$ cat config.mk
export PLATFORM = sky130hd
export DESIGN_NAME = bresenham_negative_slope_line_core
export DESIGN_NICKNAME = d
export VERILOG_FILES = /design/src/hw/rtl/bnsl_pkg.sv /design/src/hw/rtl/bresenham_negative_slope_line_core.sv
export SDC_FILE = /design/constraint.sdc
export NUM_CORES = 1
export LEC_CHECK = 0
export ABC_AREA = 1
export BUFFER_PORTS_ARGS = -buffer_cell sky130_fd_sc_hd__clkbuf_2
export CORE_MARGIN = 10
export CORE_UTILIZATION = 35
export DETAILED_ROUTE_END_ITERATION = 6
export SLEW_MARGIN = 25
export SYNTH_ARGS = -nofsm -noshare
export SYNTH_HDL_FRONTEND = slang
export SYNTH_SLANG_ARGS = --single-unit
$ cat constraint.sdc
create_clock -name clk -period 4.64 [get_ports clk]
set_input_delay 0.464 -clock clk [delete_from_list [all_inputs] [get_ports clk]]
set_output_delay 0.464 -clock clk [all_outputs]
set_load 0.02 [all_outputs]
$ cat src/hw/rtl/bnsl_pkg.sv
// Shared types and constants for the negative-slope line rasteriser.
`default_nettype none
package bnsl_pkg;

  localparam int COORD_BITS = 12;
  localparam int COLOR_BITS = 24;
  // error term: twice a delta plus sign, with one bit of headroom
  localparam int ERR_BITS   = COORD_BITS + 3;

  localparam logic CMD_LOAD    = 1'b0;
  localparam logic CMD_ADVANCE = 1'b1;

  typedef logic [COORD_BITS-1:0] coord_t;
  typedef logic [COLOR_BITS-1:0] color_t;
  typedef logic signed [ERR_BITS-1:0] err_t;

  typedef struct packed {
    logic   command;
    coord_t start_x;
    coord_t start_y;
    coord_t end_x;
    coord_t end_y;
    color_t color;
  } line_cmd_t;

  typedef struct packed {
    coord_t pixel_x;
    coord_t pixel_y;
    color_t pixel_color;
    logic   is_last;
    logic   direction_error;
  } pixel_t;

endpackage
`default_nettype wire

$ cat src/hw/rtl/bresenham_negative_slope_line_core.sv
// A pixel appears in the output register in the cycle after its item is accepted.
// Throughput: one item per cycle while out_ready holds; the step logic sits between the line state and
// the output register, and input ready follows the output register being free or being taken.
// An advance item with no line in progress is taken and gives no pixel.
// Reset (rst_n low, synchronous) empties the output register and marks no line loaded.
`default_nettype none
module bresenham_negative_slope_line_core
  import bnsl_pkg::*;
(
  input  wire logic      clk,
  input  wire logic      rst_n,
  input  wire logic      in_valid,
  output logic           in_ready,
  input  wire line_cmd_t in_data,
  output logic           out_valid,
  input  wire logic      out_ready,
  output pixel_t         out_data
);

  coord_t cur_x_r, cur_x_nxt;
  coord_t cur_y_r, cur_y_nxt;
  coord_t stop_x_r, stop_x_nxt;
  coord_t stop_y_r, stop_y_nxt;
  coord_t delta_x_r, delta_x_nxt;
  coord_t delta_y_r, delta_y_nxt;
  err_t   error_r, error_nxt;
  logic   y_major_r, y_major_nxt;
  color_t color_r, color_nxt;
  logic   finished_r, finished_nxt;

  logic   out_valid_r, out_valid_nxt;
  pixel_t out_data_r, out_data_nxt;

  logic   in_acc;
  logic   emit;
  logic   bad_dir;
  coord_t ld_dx, ld_dy;
  err_t   dx_e, dy_e, ld_dx_e, ld_dy_e;

  assign in_ready  = !out_valid_r || out_ready;
  assign in_acc    = in_valid && in_ready;
  assign out_valid = out_valid_r;
  assign out_data  = out_data_r;

  assign bad_dir = (in_data.end_x > in_data.start_x) || (in_data.end_y < in_data.start_y);
  assign ld_dx   = in_data.start_x - in_data.end_x;
  assign ld_dy   = in_data.end_y - in_data.start_y;
  assign ld_dx_e = err_t'({3'b000, ld_dx});
  assign ld_dy_e = err_t'({3'b000, ld_dy});
  assign dx_e    = err_t'({3'b000, delta_x_r});
  assign dy_e    = err_t'({3'b000, delta_y_r});

  always_comb begin
    cur_x_nxt     = cur_x_r;
    cur_y_nxt     = cur_y_r;
    stop_x_nxt    = stop_x_r;
    stop_y_nxt    = stop_y_r;
    delta_x_nxt   = delta_x_r;
    delta_y_nxt   = delta_y_r;
    error_nxt     = error_r;
    y_major_nxt   = y_major_r;
    color_nxt     = color_r;
    finished_nxt  = finished_r;
    emit          = 1'b0;
    out_data_nxt  = out_data_r;

    if (in_acc) begin
      if (in_data.command == CMD_LOAD) begin
        emit       = 1'b1;
        cur_x_nxt  = in_data.start_x;
        cur_y_nxt  = in_data.start_y;
        stop_x_nxt = in_data.end_x;
        stop_y_nxt = in_data.end_y;
        color_nxt  = in_data.color;
        if (bad_dir) begin
          delta_x_nxt  = '0;
          delta_y_nxt  = '0;
          error_nxt    = '0;
          y_major_nxt  = 1'b0;
          finished_nxt = 1'b1;
        end else begin
          delta_x_nxt  = ld_dx;
          delta_y_nxt  = ld_dy;
          y_major_nxt  = ld_dx < ld_dy;
          if (ld_dx < ld_dy) begin
            error_nxt = (ld_dx_e <<< 1) - ld_dy_e;
          end else begin
            error_nxt = (ld_dy_e <<< 1) - ld_dx_e;
          end
          finished_nxt = (in_data.start_x == in_data.end_x)
                      && (in_data.start_y == in_data.end_y);
        end
        out_data_nxt.direction_error = bad_dir;
      end else if (!finished_r) begin
        emit = 1'b1;
        if (!error_r[ERR_BITS-1]) begin
          // diagonal step
          cur_x_nxt = cur_x_r - coord_t'(1);
          cur_y_nxt = cur_y_r + coord_t'(1);
          if (y_major_r) begin
            error_nxt = error_r + (dx_e <<< 1) - (dy_e <<< 1);
          end else begin
            error_nxt = error_r + (dy_e <<< 1) - (dx_e <<< 1);
          end
        end else if (y_major_r) begin
          cur_y_nxt = cur_y_r + coord_t'(1);
          error_nxt = error_r + (dx_e <<< 1);
        end else begin
          cur_x_nxt = cur_x_r - coord_t'(1);
          error_nxt = error_r + (dy_e <<< 1);
        end
        finished_nxt = (cur_x_nxt == stop_x_r) && (cur_y_nxt == stop_y_r);
        out_data_nxt.direction_error = 1'b0;
      end
    end

    if (emit) begin
      out_data_nxt.pixel_x     = cur_x_nxt;
      out_data_nxt.pixel_y     = cur_y_nxt;
      out_data_nxt.pixel_color = color_nxt;
      out_data_nxt.is_last     = finished_nxt;
    end

    // hold a waiting pixel, drop it once taken
    if (emit) begin
      out_valid_nxt = 1'b1;
    end else if (out_ready) begin
      out_valid_nxt = 1'b0;
    end else begin
      out_valid_nxt = out_valid_r;
    end
  end

  always_ff @(posedge clk) begin
    if (!rst_n) begin
      finished_r  <= 1'b1;
      out_valid_r <= 1'b0;
    end else begin
      finished_r  <= finished_nxt;
      out_valid_r <= out_valid_nxt;
    end
  end

  always_ff @(posedge clk) begin
    cur_x_r    <= cur_x_nxt;
    cur_y_r    <= cur_y_nxt;
    stop_x_r   <= stop_x_nxt;
    stop_y_r   <= stop_y_nxt;
    delta_x_r  <= delta_x_nxt;
    delta_y_r  <= delta_y_nxt;
    error_r    <= error_nxt;
    y_major_r  <= y_major_nxt;
    color_r    <= color_nxt;
    out_data_r <= out_data_nxt;
  end

`ifndef SYNTHESIS
  a_err_is_last: assert property (@(posedge clk) disable iff (!rst_n)
    out_valid_r && out_data_r.direction_error |-> out_data_r.is_last)
    else $error("direction error on a pixel not marked last");

  a_idle_advance: assert property (@(posedge clk) disable iff (!rst_n)
    in_acc && in_data.command == CMD_ADVANCE && finished_r |=> !out_valid_r)
    else $error("pixel produced by advance with no line");

  a_load_start: assert property (@(posedge clk) disable iff (!rst_n)
    in_acc && in_data.command == CMD_LOAD |=>
      out_valid_r && out_data_r.pixel_x == $past(in_data.start_x)
      && out_data_r.pixel_y == $past(in_data.start_y))
    else $error("load did not emit its start pixel");

  a_last_tracks_state: assert property (@(posedge clk) disable iff (!rst_n)
    in_acc && !(in_data.command == CMD_ADVANCE && finished_r) |=>
      out_valid_r && finished_r == out_data_r.is_last)
    else $error("last flag disagrees with line state");
`endif

endmodule
`default_nettype wire
==> flow_summary.toml <==
[worst_setup_path]
worst_ep_arrival_time_ns = 4.14
rr_startpoint = "delta_y_r[2]"
criticalPathCategory = "reg -> reg"
critPathLaunchType = "register"
cp.required_ns = 4.95
cp-startpoint = "delta_y_r[2]"
critPathMaxFanout = 4
cp-end-kind = "register"

[pwr]
total_power_mw = 5.728
cellLeakagePower_nw = 6.966
ir_worst_vdd_v = 0.0002297
power_density_nw_per_um2 = 409.8

[yosys]
synth_fp_nets = 1818
yosys_register_bits = 163
syn_avg_cell_area_sq_um = 7.476
synth_edf_count = 113
async_flop_share_pct = 0
synthFlopType = "edfxtp_1"
seq_area_frac_synth_pct = 36.04
yosysWarnings = 0
synth_cell_type_count = 50
synthCells = 1631
netlist_area_sq_um = 12190

[placed_design]
port-buffer-count = 128
place.gp.congestion = 0.8884
post-dp-hpwl_mm = 29.40
dp.cells = 2197

[timing]
max_freq_ghz = 0.2611
final.setup.tns_ns = 0
hold_viol_final = 0
rsz0062_at_grt = "no"
fin_crit_ns = 3.830
hold_ws_ns = 0.2239
finalClockSkew_ns = 0.01709
relSlewSlack_pct = 44.28
setup_viol_count_final = 0
tightestPinTransition_ns = 0.8327
maxSlewViolCount = 0
timing.final.crit_share_pct = 82.54

[grt]
first_global_vias = 11030
grt_max_degree = 66
grt_overflow = 0
antenna_found_initial = 0
grt_pass1_wl_mm = 57.74
grt_usage_pct = 16.97

[cts]
cts_setup_buffers = 0
cts_buffers = 17
clkTransAtPathRegs_ns = 0.07
cts-root-buf = "clkbuf_16"
ctsHtreeMaxLevel = 4
clkLatencyLatePin_ns = 0.44
clkSinkCount = 163
cts_tree = "done"
cts-hold-fix-buffers = 0
cts_resized = 0
cts_buffer_depth = 2

[drt]
ant_nets = 0
via_per_inst = 4.947
vias = 11030
drt-total-wl_mm = 35.99
detail_route.wl_per_cell_um = 16.15
first_pass_iters = 5
drcViolationCount = 0
dr.first_iter.drc_count = 774

[final_layout]
diodes = 0
nets = 1948
final_cells = 2229
drive_gt1_share_pct = 11.78
area_delta_synth_final_pct = 14.64
final_util_pct = 40.57

[floorplan]
dieHeight_um = 206.6
die_w_um = 206.6
rows = 68
core_sq_um = 34460
initial_utilization_pct = 35.38
pin_count = 129
fp.dieArea_sq_um = 42700

[job]
cap_violations = 0

[run_status]
status = "finished, final reports clean"

[min_path]
hold_start = "in_data[36]"
min_path_type = "in -> reg"
[placed cells by master (no fill, tap or decap), types with 22 or more instances in the layout]
cell and instances:
a21oi_1 86, clkbuf_2 128, dfxtp_1 50, edfxtp_1 113, ha_1 102, inv_1 236, nand2_1 489, nand3_1 108
nand4_1 22, nor2_1 112, o21ai_0 50, xnor2_1 30, xor2_1 44
[power by group]
part / internal, mW / total [mW] / switching, mW
Clock: 0.737 / 1.41 / 0.677
Combinational: 0.898 / 2.49 / 1.59
Sequential: 1.73 / 1.83 / 0.0917
[worst paths after layout]
path         cells past startpoint           to  slack [ns]
min                              1  stop_x_r[0]        0.22
max reg2reg                     17  error_r[11]        0.81
max                             17  error_r[11]        0.81
min reg2reg                      2   color_r[1]        0.45
[Yosys cell counts (19+ instances only)]
master	number	share of area, %
xor2_1	44	3.2
a21oi_1	86	3.5
nand2_1	489	15
edfxtp_1	113	28
dfxtp_1	50	8.2
inv_1	237	7.3
nand4_1	22	1.1
nor2_1	113	3.5
o211ai_1	19	1.2
nand3_1	108	4.4
ha_1	102	10
xnor2_1	30	2.2
o21ai_0	50	2.1
clkbuf_1	19	0.58
[sequential cells by signal, indices dropped and copies added (netlist names)]
| signal | flops |
|---|---|
| out_valid | 1 |
| stop_y_r | 12 |
| cur_x_r | 12 |
| cur_y_r | 12 |
| error_r | 14 |
| out_data | 50 |
| delta_x_r | 12 |
| stop_x_r | 12 |
| finished_r | 1 |
| delta_y_r | 12 |
| color_r | 24 |
| y_major_r | 1 |
[worst max-delay path, stage by stage (launching register included)]
cell,delay (ns)
edfxtp_1,0.47
ha_1,0.39
nand2_1,0.09
o21ai_0,0.41
xor2_1,0.26
inv_1,0.07
ha_1,0.35
nand3_1,0.10
nand2_1,0.17
a21boi_0,0.18
o21ai_0,0.36
a21oi_1,0.14
or2_2,0.29
nand3_1,0.08
nand3_1,0.08
nand2_1,0.12
nand2_1,0.06
nand2_1,0.07
[through the flow]
stage               cell area (sq um)  worst slack [ns]
floorplan                       12190             1.324
global placement                13380            0.6515
detailed placement              13380            0.6135
CTS                             13980            0.8849
global route                    13980            0.4615
finish                          13980            0.8102
[logic make-up (layout without fill, tap and decap cells)]
| group | after synthesis | count (layout) | synth area share, % |
|---|---|---|---|
| flip-flops | 163 | 163 | 36.04 |
| AO/OA/AOI/OAI | 225 | 225 | 11.07 |
| buffers and inverters | 267 | 410 | 8.415 |
| XOR/XNOR | 74 | 74 | 5.316 |
| adder cells (fa/ha/maj) | 110 | 110 | 11.78 |
| AND/OR/NAND/NOR | 792 | 792 | 27.38 |
[metal layers]
layer  routed length [um]  vias up  part of all wire [%]  GRT usage (%)
met4                  731        0                   2.0          5.108
met2                17810      243                    49          29.37
met1                16030     5099                    45          21.43
met3                 1412       45                   3.9          2.466
li1                     -     5639                     -              -
met5                    0        -                     0              0
[area by class of cell]
cell class | count | area [sq um]
tap | 455 | 569.3
sequential | 163 | 4394
multi-input combinational | 1201 | 6780
inverter | 240 | 903.4
fill | 3520 | 20480
clock inverter | 14 | 163.9
timing repair buffer | 138 | 728.2
clock buffer | 18 | 439.2
(Power assumes the default switching activity.)
